File: config.mk
export PLATFORM = sky130hd
export DESIGN_NAME = dam_mem
export DESIGN_NICKNAME = d
export VERILOG_FILES = /design/src/rtl/dam_pkg.sv /design/src/rtl/dam_mem.sv
export SDC_FILE = /design/constraint.sdc
export NUM_CORES = 2
export LEC_CHECK = 0
export BUFFER_PORTS_ARGS = -buffer_cell sky130_fd_sc_hd__buf_2
export CORE_MARGIN = 2
export CORE_UTILIZATION = 63
export CTS_CLUSTER_SIZE = 40
export DETAILED_ROUTE_END_ITERATION = 8
export PLACE_DENSITY = 0.79
export SLEW_MARGIN = 0
export SYNTH_ARGS = -nofsm -noshare
export SYNTH_HDL_FRONTEND = slang
export SYNTH_SLANG_ARGS = --single-unit
export TNS_END_PERCENT = 20
File: constraint.sdc
create_clock -name clk_i -period 2.4 [get_ports clk_i]
set_input_delay 0.12 -clock clk_i [delete_from_list [all_inputs] [get_ports clk_i]]
set_output_delay 0.12 -clock clk_i [all_outputs]
set_load 0.05 [all_outputs]
File: src/rtl/dam_pkg.sv
// ----------------------------------------------------------------------------
// dam_pkg
// Shared types, codes and constants for the decimal accumulator machine.
// ----------------------------------------------------------------------------
package dam_pkg;

  localparam int MemWordsDefault = 100;
  localparam int AddrW           = 7;
  localparam int DataW           = 32;
  localparam int OpW             = 6;

  // Input commands
  localparam logic [1:0] CmdLoad  = 2'd0;
  localparam logic [1:0] CmdExec  = 2'd1;
  localparam logic [1:0] CmdStart = 2'd2;

  // Opcodes (instruction word / 100)
  localparam logic [OpW-1:0] OpRead   = 6'd10;
  localparam logic [OpW-1:0] OpPrint  = 6'd11;
  localparam logic [OpW-1:0] OpLoad   = 6'd20;
  localparam logic [OpW-1:0] OpStore  = 6'd21;
  localparam logic [OpW-1:0] OpAdd    = 6'd30;
  localparam logic [OpW-1:0] OpSub    = 6'd31;
  localparam logic [OpW-1:0] OpDiv    = 6'd32;
  localparam logic [OpW-1:0] OpMul    = 6'd33;
  localparam logic [OpW-1:0] OpBranch = 6'd40;
  localparam logic [OpW-1:0] OpBrNeg  = 6'd41;
  localparam logic [OpW-1:0] OpBrZero = 6'd42;
  localparam logic [OpW-1:0] OpHalt   = 6'd43;

  // Result status codes
  localparam logic [2:0] StOk      = 3'd0;
  localparam logic [2:0] StPrint   = 3'd1;
  localparam logic [2:0] StHalt    = 3'd2;
  localparam logic [2:0] StDivZero = 3'd3;
  localparam logic [2:0] StBadOp   = 3'd4;
  localparam logic [2:0] StLoaded  = 3'd5;

  typedef struct packed {
    logic [1:0]              cmd;
    logic [AddrW-1:0]        address;
    logic signed [DataW-1:0] data_word;
  } in_item_t;

  typedef struct packed {
    logic [2:0]              status;
    logic signed [DataW-1:0] print_value;
    logic                    input_used;
    logic [AddrW-1:0]        program_counter;
    logic signed [DataW-1:0] acc_value;
  } out_item_t;

  typedef struct packed {
    logic             we;
    logic [AddrW-1:0] waddr;
    logic [DataW-1:0] wdata;
    logic             re;
    logic [AddrW-1:0] raddr;
  } mem_req_t;

endpackage

File: src/rtl/dam_mem.sv
// ----------------------------------------------------------------------------
// dam_mem
// Main word memory: one write and one registered read port per cycle.
// Per-word valid bits make unwritten words read as zero after reset.
// ----------------------------------------------------------------------------
module dam_mem #(
  parameter int MEM_WORDS = dam_pkg::MemWordsDefault
) (
  input  logic                    clk_i,
  input  logic                    rst_ni,
  input  dam_pkg::mem_req_t       req_i,
  output logic [dam_pkg::DataW-1:0] rdata_o
);
  import dam_pkg::*;

  localparam int AW = $clog2(MEM_WORDS);

  logic [DataW-1:0]     mem_q [MEM_WORDS];
  logic [MEM_WORDS-1:0] vld_q;
  logic [DataW-1:0]     rd_q;
  logic                 rvld_q;

  always_ff @(posedge clk_i) begin
    if (req_i.we) begin
      mem_q[req_i.waddr[AW-1:0]] <= req_i.wdata;
    end
    if (req_i.re) begin
      rd_q <= mem_q[req_i.raddr[AW-1:0]];
    end
  end

  always_ff @(posedge clk_i or negedge rst_ni) begin
    if (!rst_ni) begin
      vld_q  <= '0;
      rvld_q <= 1'b0;
    end else begin
      if (req_i.we) begin
        vld_q[req_i.waddr[AW-1:0]] <= 1'b1;
      end
      if (req_i.re) begin
        rvld_q <= vld_q[req_i.raddr[AW-1:0]];
      end
    end
  end

  assign rdata_o = rvld_q ? rd_q : '0;

endmodule

==> flow_results.org <==
** Run status
- The run finished, with violations left.
- Violations in the final reports :: negative setup slack

** Setup path
- Cell Chain, Critical Path :: mux4_2 > mux2i_2 > buf_4 > o21ai_2 > a2111oi_4 > buf_4 > a2111o_1 > a21oi_2
- For this design, the slowest cell found on the critical path is mux4_2.
- Required @ worst endpoint :: 3.10 ns
- Among the stages of the critical path, the cell type that occurs most often is buf_4.
- Delay contributed by the slowest stage of the critical path :: 0.51 ns
- The critical path ends at rd_q[31].
- CP bufs+invs :: 2
- Measured in cells, the most critical reg-to-reg path has a length of 8.
- Worst setup EP type :: flop
- Worst Path Max Fanout :: 2
- Data arrives at the worst endpoint at 3.31 ns.
- Start point of the critical path :: mem_q[52][31]
- Crit path launch type :: flop
- Count of cell instances traversed by the critical path :: 8
- The critical path is of the reg -> reg type.
- Family with the most delay on the worst path :: compound AO/OA/AOI/OAI gates
- Reg2reg setup slack :: -0.22 ns
- Origin of the critical flop-to-flop path :: mem_q[52][31]
- R2r endpoint :: rd_q[31]

** Route
- Length of routed met3 wiring :: 71,400 um
- After detailed routing, the met2 layer carries 186,000 um of wire.
- In the routed layout, each cell is associated on average with a via count of 7.58.
- In the final routed layout, each cell accounts on average for 43.5 um.
- Total length of routed wires :: 415,000 um
- M1 WL :: 121,000 um
- Highest signal layer in the routed design :: met5
- Number of nets with antenna violations after routing :: 0
- Detailed routing inserted a total of 72,200 vias.
- DRC violations left :: 0
- Iteration-0 DRC Markers :: 15,900
- The pre-antenna-repair detailed-routing pass consisted of 8 iterations.

** Yosys
- Sequential cell area fraction in the yosys report :: 77.8%
- Total number of yosys warnings :: 0
- Post-Synthesis Cell Area :: 128,000 sq um
- Post-Synthesis Cells :: 5,636
- Each instance of the synthesized netlist takes up on average 22.7 sq um.
- Yosys mapped a number of flops with a built-in enable equal to 3,232.
- Distinct cell type count after synthesis :: 63
- For this run, the leading register cell type out of synthesis is edfxtp_1.
- Register bit total from synthesis :: 3,333
- Async set-reset flop share out of synthesis :: 3.03%
- Post-Synthesis Net Count :: 5,686

** Die
- Y dimension of the die :: 455 um
- Area of the placeable core :: 202,000 sq um
- Std-Cell Rows :: 165
- Pin placement for this block handled 82 I/O pins.
- Die area :: 207,000 sq um
- Width of the die :: 455 um
- Initial Util :: 63.4%

** Timing
- At the pin with the least slew margin, the transition time is 1.11 ns.
- The routed design could run at a clock period as short as 2.62 ns.
- Max Clock Skew :: 0.0714 ns
- Pins Over Slew Limit :: 0
- Unrepaired setup endpoints after global routing :: yes
- Based on the critical path, the design can be clocked at up to 382 MHz.
- Setup violations remaining at the end of the flow were counted as 41.
- Slew margin rel. :: 25.8%
- For the final routed database, the setup TNS stands at -1.69 ns.
- Once routing completed, OpenROAD measured the worst setup slack at -0.217 ns.
- The final critical path takes up 109% of the cycle.
- Final hold violations :: 0

** Global routing
- First-pass GRT wire length :: 569,000 um
- Pin count of the biggest net entering global routing :: 101
- Global routing finished with a remaining overflow of 0.
- Via count of the first global-routing pass :: 72,000
- Global routing consumed, over all layers together, 40.7% of the routing resources.
- The number of antenna violations at the first check in global routing is 49.

** Power
- IR analysis of the VDD net gives a maximum drop of 0.904 mV.
- Pwr Density :: 823 nW/um^2
- For this design the static power due to leakage is 49.5 nW.

** Placed design
- HPWL after detailed placement :: 233,000 um
- Final GP Congestion :: 0.981
- Buffers added on ports :: 81
- Timing analysis after detailed placement gives a worst setup slack of -1.09 ns.

** Finish
- The area growth from synthesis to layout is 17.8%.
- Fraction of final layout cells with drive strength greater than 1 :: 36.2%
- Registers take 99,600 sq um.
- # fillers :: 9,824
- The final layout contains 6,646 nets.
- Area of the multi-input gates :: 27,700 sq um

** Min path
- The worst hold path belongs to the class in -> reg.

** Clock network
- TritonCTS built the clock tree.
- Number of clock sinks :: 3,333
- Clock latency of the later-clocked register in the worst-skew pair :: 0.99 ns
- Register clock-pin slew on the reported worst setup and hold paths :: 0.07 ns
- Clock tree synthesis selected as its root buffer the cell clkbuf_16.
- Clock Tree Buf Depth :: 4
- Number of CTS-inserted buffers :: 329
- CTS H-tree depth :: 5

** Flow run
- Total of max-cap violations :: 0
-- kinds of logic (layout without fill, tap and decap cells) --
group,after synthesis,count (layout),synth area share (%)
AND/OR/NAND/NOR,577,577,2.21
buffers and inverters,305,1503,1.39
multiplexers,1071,1071,16.6
flip-flops,3333,3333,77.8
other,0,30,0
AO/OA/AOI/OAI,350,350,1.91
-- worst register-to-register path: cells and delay by family, from the launching register on --
family          cells  cell delay, ns
flops               1            0.40
mux                 2            0.69
buf+inv             2            0.37
compound gates      4            0.92
-- where the power goes --
group	switching, mW	internal, mW	total (mW)
sequential	0.343	64.3	64.6
clock	22.0	28.8	50.8
combinational	5.33	3.28	8.62
-- through the flow --
step           hold slack [ns]  utilization, %  area, sq um  total power, mW  cells
5_1_grt                 0.0291            74.6       151000              126   9514
3_5_place_dp             0.235            69.1       140000             73.6   8891
6_report                0.0335            74.7       151000              124   9536
2_1_floorplan           -0.176               -       128000             69.3   5636
4_1_cts                0.00651            74.5       151000              123   9506
3_3_place_gp             0.212            69.1       140000             73.4   8891
-- layout by cell type, fill, tap and decap left out, types with 98 or more instances in the layout --
cell type,n
mux4_2,843
nor2_4,98
nand2_1,138
edfxtp_1,3232
mux2i_1,201
buf_4,621
clkbuf_16,333
or2_2,103
dfrtp_1,100
buf_12,212
-- cell type report --
type	count	share of cell area, %
inverter	5	0.0174
multi-input combinational	1998	18.4
tap	2672	2.22
clock buffer	400	5.77
antenna	30	0.0498
clock inverter	169	1.04
sequential	3333	66.1
timing repair buffer	929	6.45
-- worst min-delay path by stage --
stage / from / end / slack [ns] / cells after the start
2_1_floorplan: rst_ni / rvld_q / -0.18 / 0
3_3_place_gp: rst_ni / vld_q[24] / 0.21 / 1
3_5_place_dp: rst_ni / vld_q[24] / 0.23 / 1
4_1_cts: req_i[44] / mem_q[73][29] / 0.007 / 4
5_1_grt: req_i[4] / rd_q[29] / 0.03 / 4
6_report: req_i[4] / rd_q[29] / 0.03 / 4
-- repair_timing --
item	in CTS	in global routing
endpoints found under the hold margin	3179	0
pin swaps	7	14
setup buffers	1	0
endpoints found under the setup margin	51	24
cloned	0	0
hold buffers	47	0
gates resized for setup	65	39
-- cell usage after synthesis (4+ instances only) --
| library cell | instances | area, sq um |
|---|---|---|
| edfxtp_1 | 3232 | 97100 |
| mux4_2 | 843 | 19000 |
| mux2i_1 | 205 | 2050 |
| nor2_1 | 150 | 563 |
| nand2_1 | 141 | 529 |
| buf_2 | 105 | 526 |
| or2_2 | 103 | 644 |
| dfrtp_1 | 101 | 2530 |
| buf_4 | 80 | 601 |
| clkbuf_1 | 77 | 289 |
| a22oi_1 | 50 | 375 |
| o21ai_0 | 49 | 245 |
| nand3_1 | 44 | 220 |
| a21oi_1 | 42 | 210 |
| and2_1 | 42 | 263 |
| o22ai_1 | 39 | 244 |
| nor2b_1 | 29 | 181 |
| a211oi_1 | 28 | 210 |
| a31oi_1 | 26 | 163 |
| buf_6 | 24 | 270 |
| mux2_2 | 23 | 259 |
| o221ai_1 | 23 | 201 |
| a221oi_1 | 19 | 166 |
| nor3_1 | 18 | 90.1 |
| o211ai_1 | 17 | 128 |
| buf_1 | 12 | 45.0 |
| nand4_1 | 11 | 68.8 |
| nand2b_1 | 10 | 62.6 |
| a211o_1 | 7 | 61.3 |
| a32oi_1 | 7 | 61.3 |
| and3_1 | 7 | 43.8 |
| or3_1 | 7 | 43.8 |
| a2111oi_0 | 5 | 43.8 |
| a21o_1 | 5 | 37.5 |
| a22o_1 | 5 | 43.8 |
| a311oi_1 | 4 | 35.0 |
| nor4_1 | 4 | 25.0 |
-- per-layer routing --
metal | up-vias | global-route usage [%]
met2 | 8159 | 60.2
met5 | - | 0
met3 | 1942 | 15.9
li1 | 25800 | -
met1 | 36300 | 50.4
met4 | 34 | 26.8
-- registers in the layout, summed over array words and instances (netlist names) --
| name | count |
|---|---|
| mem_q | 3200 |
| rd_q | 32 |
| rvld_q | 1 |
| vld_q | 100 |
Note: power is estimated with default switching activity, not from simulation.
