[src/rtl/dam_pkg.sv]
// ----------------------------------------------------------------------------
// dam_pkg
// Shared types, codes and constants for the decimal accumulator machine.
// ----------------------------------------------------------------------------
package dam_pkg;

  localparam int MemWordsDefault = 100;
  localparam int AddrW           = 7;
  localparam int DataW           = 32;
  localparam int OpW             = 6;

  // Input commands
  localparam logic [1:0] CmdLoad  = 2'd0;
  localparam logic [1:0] CmdExec  = 2'd1;
  localparam logic [1:0] CmdStart = 2'd2;

  // Opcodes (instruction word / 100)
  localparam logic [OpW-1:0] OpRead   = 6'd10;
  localparam logic [OpW-1:0] OpPrint  = 6'd11;
  localparam logic [OpW-1:0] OpLoad   = 6'd20;
  localparam logic [OpW-1:0] OpStore  = 6'd21;
  localparam logic [OpW-1:0] OpAdd    = 6'd30;
  localparam logic [OpW-1:0] OpSub    = 6'd31;
  localparam logic [OpW-1:0] OpDiv    = 6'd32;
  localparam logic [OpW-1:0] OpMul    = 6'd33;
  localparam logic [OpW-1:0] OpBranch = 6'd40;
  localparam logic [OpW-1:0] OpBrNeg  = 6'd41;
  localparam logic [OpW-1:0] OpBrZero = 6'd42;
  localparam logic [OpW-1:0] OpHalt   = 6'd43;

  // Result status codes
  localparam logic [2:0] StOk      = 3'd0;
  localparam logic [2:0] StPrint   = 3'd1;
  localparam logic [2:0] StHalt    = 3'd2;
  localparam logic [2:0] StDivZero = 3'd3;
  localparam logic [2:0] StBadOp   = 3'd4;
  localparam logic [2:0] StLoaded  = 3'd5;

  typedef struct packed {
    logic [1:0]              cmd;
    logic [AddrW-1:0]        address;
    logic signed [DataW-1:0] data_word;
  } in_item_t;

  typedef struct packed {
    logic [2:0]              status;
    logic signed [DataW-1:0] print_value;
    logic                    input_used;
    logic [AddrW-1:0]        program_counter;
    logic signed [DataW-1:0] acc_value;
  } out_item_t;

  typedef struct packed {
    logic             we;
    logic [AddrW-1:0] waddr;
    logic [DataW-1:0] wdata;
    logic             re;
    logic [AddrW-1:0] raddr;
  } mem_req_t;

endpackage

[src/rtl/dam_div.sv]
// ----------------------------------------------------------------------------
// dam_div
// Signed 32-bit divider, truncating toward zero. Restoring radix-2,
// one quotient bit per cycle on the operand magnitudes.
// ----------------------------------------------------------------------------
module dam_div (
  input  logic                     clk_i,
  input  logic                     rst_ni,
  input  logic                     start_i,
  input  logic [dam_pkg::DataW-1:0] dividend_i,
  input  logic [dam_pkg::DataW-1:0] divisor_i,
  output logic                     done_o,
  output logic [dam_pkg::DataW-1:0] quotient_o
);
  import dam_pkg::*;

  localparam int CntW = $clog2(DataW + 1);

  logic             busy_q, done_q, neg_q;
  logic [CntW-1:0]  cnt_q;
  logic [DataW-1:0] rem_q, quo_q, dvs_q;
  logic [DataW:0]   rem_sh, diff;
  logic             fit;

  assign rem_sh = {rem_q, quo_q[DataW-1]};
  assign diff   = rem_sh - {1'b0, dvs_q};
  assign fit    = !diff[DataW];

  always_ff @(posedge clk_i or negedge rst_ni) begin
    if (!rst_ni) begin
      busy_q <= 1'b0;
      done_q <= 1'b0;
      cnt_q  <= '0;
    end else begin
      done_q <= 1'b0;
      if (start_i) begin
        busy_q <= 1'b1;
        cnt_q  <= CntW'(DataW);
      end else if (busy_q) begin
        cnt_q <= cnt_q - 1'b1;
        if (cnt_q == CntW'(1)) begin
          busy_q <= 1'b0;
          done_q <= 1'b1;
        end
      end
    end
  end

  always_ff @(posedge clk_i) begin
    if (start_i) begin
      neg_q <= dividend_i[DataW-1] ^ divisor_i[DataW-1];
      quo_q <= dividend_i[DataW-1] ? (~dividend_i + 1'b1) : dividend_i;
      dvs_q <= divisor_i[DataW-1] ? (~divisor_i + 1'b1) : divisor_i;
      rem_q <= '0;
    end else if (busy_q) begin
      rem_q <= fit ? diff[DataW-1:0] : rem_sh[DataW-1:0];
      quo_q <= {quo_q[DataW-2:0], fit};
    end
  end

  assign done_o     = done_q;
  assign quotient_o = neg_q ? (~quo_q + 1'b1) : quo_q;

endmodule

[config.mk]
export PLATFORM = sky130hd
export DESIGN_NAME = dam_div
export DESIGN_NICKNAME = d
export VERILOG_FILES = /design/src/rtl/dam_pkg.sv /design/src/rtl/dam_div.sv
export SDC_FILE = /design/constraint.sdc
export NUM_CORES = 1
export LEC_CHECK = 0
export BUFFER_PORTS_ARGS = -buffer_cell sky130_fd_sc_hd__buf_2
export CAP_MARGIN = 20
export CORE_MARGIN = 1.5
export CORE_UTILIZATION = 35
export DETAILED_ROUTE_END_ITERATION = 16
export GPL_ROUTABILITY_DRIVEN = 0
export GPL_TIMING_DRIVEN = 0
export PLACE_DENSITY = 0.59
export SYNTH_ARGS = -nofsm -noshare
export SYNTH_HDL_FRONTEND = slang
export SYNTH_SLANG_ARGS = --single-unit
[constraint.sdc]
create_clock -name clk_i -period 3.25 [get_ports clk_i]
set_clock_uncertainty 0.1 [all_clocks]
set_input_delay 0 -clock clk_i [delete_from_list [all_inputs] [get_ports clk_i]]
set_output_delay 0 -clock clk_i [all_outputs]
set_load 0.005 [all_outputs]
==> key figures, run 1 <==
Power and ir drop
  – Combinational share of power: 0.376
  – Switching power: 0.001711 W
  – Seq pwr share: 0.365
  – Lkg Pwr: 3.981 nW
  – Worst VDD drop: 299.3 uV
  – Int Pwr: 0.003379 W
  – Clock network fraction of design power: 0.259
  – Power per cell area: 514.8 nW/um^2
  – Switching fraction of total power: 0.3361

STA
  – Peak Freq: 285.7 MHz
  – Post-route setup TNS: -927.9 ps
  – Minimum clock period: 3500 ps
  – Worst slew margin: 0.5053
  – Final Setup Violations: 7
  – Worst-margin pin slew: 742.1 ps
  – Part of the cycle the worst path needs: 1.077
  – Slew Limit Fails: 0
  – Setup slack after layout: -249.9 ps
  – RSZ-0062 raised after global routing: true
  – Hold Vio Cnt, Final: 0

Final layout
  – Most frequent cells in the layout: buf_2, nor2_1, xnor2_1
  – Non-filler cells, final: 1319
  – Share of layout cells above drive strength 1: 0.1858
  – ANT cells: 0
  – Commonest non-fill, non-tap cell in the layout: buf_2
  – Fillcell total: roughly 2100
  – Fin nets: 1139
  – Seq. cell area: 2793 sq um
  – Multi-input logic area: around 4800 sq um
  – Area growth from synthesis to final layout: 27.67%

Placement
  – Number of buffers added on ports: 99
  – HPWL after DPL: 15080 um
  – Placed instance count: 1233

Drt
  – DR vias: 6900
  – Mean routed wirelength per cell: 15.33 um
  – Antenna-violating nets left: 0
  – DRT Pass-1 Iters: 5
  – Total Wirelength: 20220 um
  – Vias per inst: 5.231
  – DRC: 0
  – 1st-iter DRT viols: 420

Setup path
  – Worst-path fanout max: 4
  – Critical path cell sequence: or3_4 > or4_4 > or3_4 > inv_2 > nand2_2 > or4_4 > or3_4 > o21ai_4 > xnor2_2 > buf_2
  – CP max stage delay: 450 ps
  – Critical path startpoint category: register
  – Crit path kind: register to output port
  – Critical Path Most Common Cell: or3_4
  – CP max-delay cell: or4_4
  – Arr. time, crit path: between 3000 and 4000 ps
  – Reg-to-Reg Start: dvs_q[0]
  – Crit path required time: between 3000 and 4000 ps
  – Kind of end point of the critical path: output port
  – Crit path from: quo_q[9]

Global routing
  – Global routing usage on met1: 0.2459
  – GRT met2 Usage: 0.2955
  – Initial antenna violation count: 0
  – Global route overflow: 0
  – Pin count of the biggest net entering global routing: 35
  – Most crowded layer after global routing: met2
  – First-pass GRT wire length: 32420 um
  – GRT met3 Usage: 0.02096
  – Number of global-route vias before repair: 6552
  – Total GRT Usage: 0.1787

Synthesis
  – Gate Count Post-Synth: approximately 850
  – Synth async-reset ratio: 0.07619
  – Sequential area share after synthesis: 0.3606
  – Post-Synthesis Net Count: 958
  – Syn Std Cell Area: 7745 sq um
  – Syn avg cell area: between 9 and 10 sq um
  – Post-synth cell types: 72
  – Synth warn: 0
  – Post-synth EDFFs: 65
  – Primary FF master, synth: edfxtp_1
  – Yosys reg bits: ~110

Clock tree
  – Reg clk slew, reported paths: 70 ps
  – Worst skew pair latency: 360 ps
  – CTS tree: yes
  – Sink Count: 105
  – Num CTS Buffers: 9
  – Max clock buf depth: 2
  – CTS root buf: clkbuf_16
  – CTS H-tree depth: 3

Die
  – DIE AREA: 23030 sq um
  – Row count: between 50 and 60
  – Die width: 151.8 um
  – Top-level port count: 100
  – Die Y: 151.8 um
  – Initial core utilization: 0.3560
  – Core Area: approximately 22000 sq um

Min path
  – Min-delay src: dividend_i[28]
  – Worst Hold Class: input pin to register

Status
  – Status: finished, violations left
  – Failing checks: setup timing

Run
  – Max_cap viols: 0
==> cell families (layout without fill, tap and decap cells) <==
kind of cell               count (synthesis)  after routing  synth area share
muxes                                     31             31           0.04055
DFF                                      105            105            0.3606
AOI/OAI and AO/OA                        231            231            0.1969
adders and majority gates                 38             38           0.06236
and+or+nand+nor                          246            246            0.1616
buffers and inverters                     81            267           0.04023
xor gates and xnor gates                 121            121            0.1378
==> critical path: cells and delay by family, from the launching register on <==
family / cells / cell delay, ps
AOI/OAI and AO/OA: 1 / 170
and+or+nand+nor: 6 / 2130
xor gates and xnor gates: 1 / 140
DFF: 1 / 390
buffers and inverters: 2 / 210
==> state kept, by name, summed over array words and instances, names as in the netlist <==
name    cells
done_o      1
rem_q      32
cnt_q       6
busy_q      1
dvs_q      32
neg_q       1
quo_q      32
==> through the flow <==
step,setup slack [ps],hold WS (ps),utilization,power [W],instance area (sq um)
finish,-249.9,5.453,0.4545,0.005091,9888
global route,-347.3,42.79,0.4545,0.005429,9888
CTS,-282.7,0.6644,0.4482,0.005063,9751
detailed placement,-745.7,-254.6,0.3961,0.003624,8618
global placement,-741.3,-249.6,0.3949,0.003604,8591
floorplan,83.25,-395.6,-,0.003097,7745
==> power by group through the flow <==
stage / clock network, W / logic [W] / registers (W)
finish: 0.00132 / 0.00192 / 0.00186
detailed placement: 0 / 0.00175 / 0.00188
floorplan: 0 / 0.00129 / 0.00181
global placement: 0 / 0.00173 / 0.00188
global route: 0.00140 / 0.00214 / 0.00189
CTS: 0.00134 / 0.00187 / 0.00185
==> area by class of cell <==
type,instances,share of cell area
Multi-Input combinational cell,667,0.4899
Tap cell,280,0.03543
Inverter,47,0.01784
Clock inverter,6,0.01316
Buffer,33,0.01480
Sequential cell,105,0.2824
Timing Repair Buffer,171,0.1232
Clock buffer,10,0.02316
==> path summary, 6_finish.rpt <==
check | endpoint | slack, ps | depth (start not counted)
max in group asynchronous | cnt_q[5] | 2240 | 3
setup / recovery | quotient_o[30] | -250 | 10
hold / removal | quo_q[28] | 5 | 3
setup reg to reg | rem_q[0] | 100 | 13
hold reg to reg | rem_q[27] | 400 | 2
min in group asynchronous | busy_q | 550 | 3
==> layer usage <==
layer  vias to the layer above  part of all wire
li1                       3468                 -
met3                        16             0.049
met4                         0             0.012
met2                       180              0.46
met5                         -                 0
met1                      3236              0.48
==> synthesized netlist by cell type, types with 3 or more instances <==
cell type | n | area, sq um
a211o_1 | 3 | 26.28
a211oi_1 | 27 | 202.7
a21o_1 | 12 | 90.09
a21oi_1 | 59 | 295.3
and2_1 | 5 | 31.28
and3_1 | 6 | 37.54
and4_1 | 3 | 26.28
buf_1 | 3 | 11.26
buf_2 | 3 | 15.01
clkbuf_1 | 27 | 101.4
dfrtp_1 | 8 | 200.2
dfxtp_1 | 32 | 640.6
edfxtp_1 | 65 | 1952
ha_1 | 37 | 462.9
inv_1 | 47 | 176.4
mux2_2 | 3 | 33.78
mux2i_1 | 28 | 280.3
nand2_1 | 64 | 240.2
nand2b_1 | 11 | 68.82
nand3_1 | 9 | 45.04
nor2_1 | 78 | 292.8
nor2b_1 | 5 | 31.28
nor3_1 | 10 | 50.05
nor4_1 | 4 | 25.02
o21ai_0 | 53 | 265.3
o31ai_1 | 29 | 217.7
o41ai_1 | 10 | 87.58
or2_2 | 3 | 18.77
or3_1 | 15 | 93.84
or3_4 | 3 | 33.78
or4_1 | 10 | 75.07
or4_4 | 7 | 78.83
xnor2_1 | 80 | 700.7
xor2_1 | 40 | 350.3
==> repair_timing <==
| action | in CTS | in global routing |
|---|---|---|
| hold endpoints to repair | 56 | 0 |
| buffers inserted | 11 | 3 |
| setup endpoints to repair | 41 | 46 |
| gates resized for setup | 25 | 29 |
| hold buffers | 59 | 0 |
| pin swaps | 9 | 20 |
| cloned | 0 | 0 |
(Power assumes the default switching activity.)
==> inputs of run 2 (changes only) <==
CORE_UTILIZATION = 40   (was 35)
PLACE_DENSITY = 0.65   (was 0.59)
==> run 2 against run 1 <==
  * The run still ends with setup timing left
  * Core utilization up 7.9 points
  * Non-clock buffer count up 12
  * Critical path depth unchanged
  * Design area up 1.7%
  * Clock-buffer cell count unchanged
  * Sequential power about the same
  * Worst hold slack worse by 4.8 ps
  * Clock power down 6%
  * Die area down 12%
  * Sequential share of layout area down 0.46 points
  * First-iteration DRC count down 18%
==> key figures, run 2 (same netlist as run 1, synthesis figures left out) <==
Final layout
  – Area growth from synthesis to final layout: 29.81%
  – Fin nets: 1151 (+1.1%)
  – Final core occ: 0.5339 (+0.07938)
  – Fillcell total: 1727 (-18%)
  – Biggest regs: dvs_q (32), quo_q (32), rem_q (32)
  – Commonest non-fill, non-tap cell in the layout: buf_2
  – Seq. cell area: 2793 sq um (unchanged)
  – ANT cells: 0 (unchanged)
  – Share of layout cells above drive strength 1: 0.1903 (+0.004539)
  – Final Cell Area: 10050 sq um (+1.7%)
  – Most frequent cells in the layout: buf_2, nor2_1, xnor2_1
  – Multi-input logic area: 4883 sq um (+0.80%)

Drt
  – 1st-iter DRT viols: 343 (-18%)
  – Total Wirelength: 19830 um (-1.9%)
  – DR vias: 6989 (+1.3%)
  – DRC: 0 (unchanged)
  – Mean routed wirelength per cell: 15.13 um (-1.3%)
  – DRT Pass-1 Iters: 5 (unchanged)
  – Vias per inst: 5.331 (+1.9%)
  – Antenna-violating nets left: 0 (unchanged)

Setup path
  – R2R Path End: rem_q[18]
  – Crit path kind: register to output port
  – R2r setup slk: 20 ps (-80 ps)
  – Arr. time, crit path: 3330 ps (-70 ps)
  – Critical path startpoint category: register
  – R2r worst-path depth: 13 (unchanged)
  – Reg-to-Reg Start: dvs_q[0]
  – Critical Path Most Common Cell: or4_4
  – Crit path from: quo_q[7]
  – Kind of end point of the critical path: output port
  – CP max stage delay: 460 ps (about the same)
  – Critical path cell sequence: or3_4 > or4_4 > or2_2 > nor2_4 > nand2_1 > or4_4 > o31ai_4 > nand2_2 > xnor2_2 > buf_2
  – Crit path required time: 3150 ps (about the same)
  – Worst-path fanout max: 3 (-1)
  – CP max-delay cell: or4_4

STA
  – Part of the cycle the worst path needs: 1.056 (-0.02123)
  – Setup slack after layout: -180.9 ps (+68.98 ps)
  – Final Setup Violations: 6 (-1)
  – Minimum clock period: 3431 ps (-68.98 ps)
  – RSZ-0062 raised after global routing: true
  – Slew Limit Fails: 0 (unchanged)
  – Worst-margin pin slew: 751.9 ps (+9.807 ps)
  – Peak Freq: 291.5 MHz (+2.0%)
  – Worst slew margin: 0.4987 (-0.006538)
  – Hold Vio Cnt, Final: 0 (unchanged)

Power and ir drop
  – Power per cell area: 509.6 nW/um^2 (-1.0%)
  – Lkg Pwr: 4.090 nW (+2.7%)
  – Worst VDD drop: 346.2 uV (+16%)
  – Total power draw: 0.005124 W (+0.65%)

Die
  – Die Y: 142.2 um (-6.3%)
  – Row count: 50 (-7.4%)
  – Core Area: 18830 sq um (-13%)
  – DIE AREA: 20210 sq um (-12%)
  – Top-level port count: 100 (unchanged)
  – Die width: 142.2 um (-6.3%)
  – Initial core utilization: 0.4113 (+0.05530)

Placement
  – Cell Area, Placed: 8593 sq um (-0.29%)
  – Number of buffers added on ports: 99 (unchanged)
  – Post-Place Worst Slack: -702.4 ps (+43.32 ps)
  – HPWL after DPL: 14410 um (-4.4%)

Clock tree
  – CTS root buf: clkbuf_16
  – CTS H-tree depth: 3 (unchanged)
  – Max clock buf depth: 2 (unchanged)
  – CTS tree: yes
  – Reg clk slew, reported paths: 70 ps (about the same)
  – Sink Count: 105 (unchanged)
  – Worst skew pair latency: 360 ps (about the same)
  – Num CTS Buffers: 9 (unchanged)

Global routing
  – First-pass GRT wire length: 32180 um (-0.72%)
  – Global route overflow: 0 (unchanged)
  – Number of global-route vias before repair: 6641 (+1.4%)
  – Initial antenna violation count: 0 (unchanged)
  – Pin count of the biggest net entering global routing: 35 (unchanged)
  – Total GRT Usage: 0.1985 (+0.01977)

Status
  – Status: finished, violations left
  – Failing checks: setup timing

Run
  – Max_cap viols: 0 (unchanged)

Min path
  – Min-delay src: dividend_i[20]
  – Worst Hold Class: input pin to register
  – Hold EP: quo_q[20]
  – Hold Path Depth: 3 (unchanged)
## run 2: metrics by stage
| stage | hold WS (ps) | setup TNS, ps | cells |
|---|---|---|---|
| after floorplan | -395.6 | 0 | 853 |
| after global placement | -248.7 | -20770 | 1212 |
| after detailed placement | -247.4 | -21040 | 1213 |
| after CTS | 0.1236 | -691.3 | 1308 |
| after global routing | 18.33 | -2678 | 1311 |
| final | 0.6341 | -885.3 | 1311 |
## run 2: area by class of cell
| cell class | instances | area share |
|---|---|---|
| Multi-Input combinational cell | 667 | 0.4857 |
| Sequential cell | 105 | 0.2778 |
| Timing Repair Buffer | 183 | 0.1370 |
| Tap cell | 260 | 0.03236 |
| Clock buffer | 10 | 0.02489 |
| Inverter | 47 | 0.01755 |
| Buffer | 33 | 0.01593 |
| Clock inverter | 6 | 0.008712 |
## run 2: critical path: cells and delay by family (launching register included)
family	cells	cell delay (ps)
buffers and inverters	1	140
flip-flops	1	410
XOR/XNOR	1	200
AND/OR/NAND/NOR	7	1920
AO/OA/AOI/OAI	1	300
## run 2: how the worst max path moves through the flow
stage / slack, ps / cells after the start / to
after floorplan: 80 / 13 / rem_q[10]
after global placement: -720 / 12 / rem_q[6]
after detailed placement: -700 / 12 / rem_q[5]
after CTS: -170 / 10 / quotient_o[30]
after global routing: -270 / 10 / quotient_o[28]
final: -180 / 10 / quotient_o[31]
## run 2: power breakdown
part / total, W / leakage, nW / internal [W] / switching (W)
Combinational: 0.00202 / 2.92 / 0.000972 / 0.00105
Sequential: 0.00186 / 1.01 / 0.00166 / 0.000206
Clock: 0.00124 / 0.164 / 0.000723 / 0.000516
Total: 0.00512 / 4.09 / 0.00335 / 0.00177
## run 2: metal layers
layer	vias up	global-route usage	part of all wire
met5	-	0	0
met4	0	0.06511	0.016
met3	21	0.02490	0.048
met2	203	0.3268	0.47
met1	3280	0.2707	0.47
li1	3485	-	-
## run 2: timing repair
| action | 4_1_cts | 5_1_grt |
|---|---|---|
| endpoints found under the hold margin | 61 | 0 |
| hold buffers | 66 | 0 |
| setup buffers | 13 | 9 |
| cloned | 0 | 1 |
| endpoints found under the setup margin | 41 | 43 |
| pin swaps | 9 | 29 |
| gates resized for setup | 28 | 46 |
==> inputs of run 3 (changes only) <==
CORE_ASPECT_RATIO = 1.5   (was default)
RECOVER_POWER = 50   (was default)
==> run 3 against run 2 <==
  * The run ends with capacitance limit, slew limit, setup timing left
  * Wire length rose by 2.4%
  * Largest power group unchanged
  * Clock power hardly changed
  * Design area down 1.3%
  * Combinational power shrank 5%
==> key figures, run 3 (same netlist as run 1, synthesis figures left out) <==
Drt
  – DRT Pass-1 Iters: 5 (unchanged)
  – DR vias: 6865 (-1.8%)
  – Antenna-violating nets left: 0 (unchanged)
  – Total Wirelength: 20310 um (+2.4%)
  – DRC: 0 (unchanged)
  – Mean routed wirelength per cell: 15.55 um (+2.8%)
  – Vias per inst: 5.257 (-1.4%)
  – 1st-iter DRT viols: 350 (+2.0%)

Final layout
  – ANT cells: 0 (unchanged)
  – Fin nets: 1150 (-0.087%)
  – Share of layout cells above drive strength 1: 0.1724 (-0.01791)
  – Commonest non-fill, non-tap cell in the layout: buf_2
  – Biggest regs: dvs_q (32), quo_q (32), rem_q (32)
  – Final Cell Area: 9922 sq um (-1.3%)
  – Most frequent cells in the layout: buf_2, nor2_1, xnor2_1
  – Final core occ: 0.5199 (-0.01396)
  – Area growth from synthesis to final layout: 28.11%
  – Non-filler cells, final: 1306 (-0.38%)

Clock tree
  – CTS root buf: clkbuf_16
  – CTS tree: yes
  – CTS H-tree depth: 3 (unchanged)
  – Reg clk slew, reported paths: 70 ps (about the same)
  – Num CTS Buffers: 9 (unchanged)
  – Max clock buf depth: 2 (unchanged)
  – Sink Count: 105 (unchanged)
  – Worst skew pair latency: 350 ps (about the same)

Global routing
  – First-pass GRT wire length: 32820 um (+2.0%)
  – Global route overflow: 0 (unchanged)
  – Pin count of the biggest net entering global routing: 35 (unchanged)
  – Total GRT Usage: 0.2042 (+0.005671)
  – Initial antenna violation count: 0 (unchanged)
  – Number of global-route vias before repair: 6913 (+4.1%)

Setup path
  – Kind of end point of the critical path: output port
  – Reg-to-Reg Start: quo_q[31]
  – Arr. time, crit path: 3400 ps (+70 ps)
  – Critical path cell sequence: or3_4 > or4_4 > or3_4 > inv_2 > nand2_2 > or4_4 > or3_4 > o21ai_4 > xnor2_2 > buf_2
  – CP max-delay cell: or4_4
  – CP max stage delay: 450 ps (about the same)
  – Critical path startpoint category: register
  – Crit path kind: register to output port
  – Worst-path fanout max: 4 (+1)
  – Crit path from: quo_q[9]
  – Crit path required time: 3150 ps (about the same)
  – Critical Path Most Common Cell: or3_4

Die
  – Die width: 116.6 um (-18%)
  – Top-level port count: 100 (unchanged)
  – Core Area: 19080 sq um (+1.3%)
  – DIE AREA: 20220 sq um (about the same)
  – Initial core utilization: 0.4058 (-0.005447)
  – Die Y: 173.4 um (+22%)
  – Row count: 62 (+24%)

Placement
  – HPWL after DPL: 15420 um (+7.0%)
  – Post-Place Worst Slack: -867.9 ps (-165.6 ps)
  – Placed instance count: 1209 (-0.33%)
  – Number of buffers added on ports: 99 (unchanged)
  – Cell Area, Placed: 8588 sq um (about the same)

STA
  – Worst-margin pin slew: 1831 ps (+1079 ps)
  – Slew Limit Fails: 35 (+35)
  – Minimum clock period: 3499 ps (+67.61 ps)
  – Peak Freq: 285.8 MHz (-1.9%)
  – Hold Vio Cnt, Final: 0 (unchanged)
  – Hold Slack: 10.84 ps (+10.21 ps)
  – Final Setup Violations: 6 (unchanged)
  – Setup slack after layout: -248.5 ps (-67.62 ps)
  – RSZ-0062 raised after global routing: true
  – Worst slew margin: -0.2208 (-0.7195)
  – Part of the cycle the worst path needs: 1.076 (+0.02080)

Min path
  – Worst Hold Class: input pin to register
  – Min-delay src: dividend_i[28]

Power and ir drop
  – Power per cell area: 501.9 nW/um^2 (-1.5%)
  – Worst VDD drop: 274.3 uV (-21%)
  – Lkg Pwr: 3.958 nW (-3.2%)

Status
  – Failing checks: capacitance limit, slew limit, setup timing
  – Status: finished, violations left

Run
  – Max_cap viols: 1 (+1)
[run 3: cell types whose count changed in the layout (fill, tap and decap cells not counted), sizes merged]
cell	delta
buf	-19
clkbuf	+20
clkinv	-1
dlygate4sd3	+6
dlymetal6s4s	-6
inv	-1
[run 3: worst max-delay path: cells and delay by family, from the launching register on]
| family | cells | cell delay (ps) |
|---|---|---|
| AND/OR/NAND/NOR | 6 | 2120 |
| flip-flops | 1 | 390 |
| buffers and inverters | 2 | 200 |
| AO/OA/AOI/OAI | 1 | 170 |
| XOR/XNOR | 1 | 150 |
[run 3: routing by layer]
metal  wire length [um]  vias to the layer above  share of wire  track usage
met5                  0                        -              0            0
met2              11340                      159           0.56       0.4020
met3                486                       37          0.024      0.01748
met4                537                        0          0.026      0.07279
li1                   -                     3495              -            -
met1               7948                     3174           0.39       0.2194
[run 3: final timing paths]
kind                                        to  slack, ps  cells past startpoint
min in group asynchronous             cnt_q[3]        560                      3
worst max register to register        rem_q[6]        120                     14
max in group asynchronous             cnt_q[0]       2210                      3
worst min-delay path                 quo_q[28]         10                      3
worst max-delay path            quotient_o[30]       -250                     10
worst min register to register       rem_q[30]        390                      2
[run 3: layout make-up]
type	instances	area, sq um
clock inverters	4	76.32
fillers	1844	9161
multi-input cells	667	4862
well taps	256	320.3
inverters	47	176.4
flip-flops and latches	105	2793
repair buffers	181	1290
plain buffers	34	147.6
clock buffers	12	256.5
[run 3: through the flow]
| step | TNS, ps | total power, W |
|---|---|---|
| CTS | -1007 | 0.004977 |
| detailed placement | -25270 | 0.003609 |
| floorplan | 0 | 0.003097 |
| global placement | -22220 | 0.003579 |
| global route | -1807 | 0.005277 |
| finish | -874.4 | 0.004980 |
[run 3: what timing repair did]
item,CTS,global route
pin swaps,10,7
endpoints found under the setup margin,41,38
hold buffers,66,0
resized for setup,44,11
endpoints found under the hold margin,61,0
buffers inserted,13,2
[run 3: power by group]
group	total [W]	internal (W)	switching, W	leakage [nW]
clock network	0.00121	0.000720	0.000491	0.159
registers	0.00186	0.00166	0.000205	1.01
logic	0.00191	0.000900	0.00101	2.79
total	0.00498	0.00328	0.00170	3.96
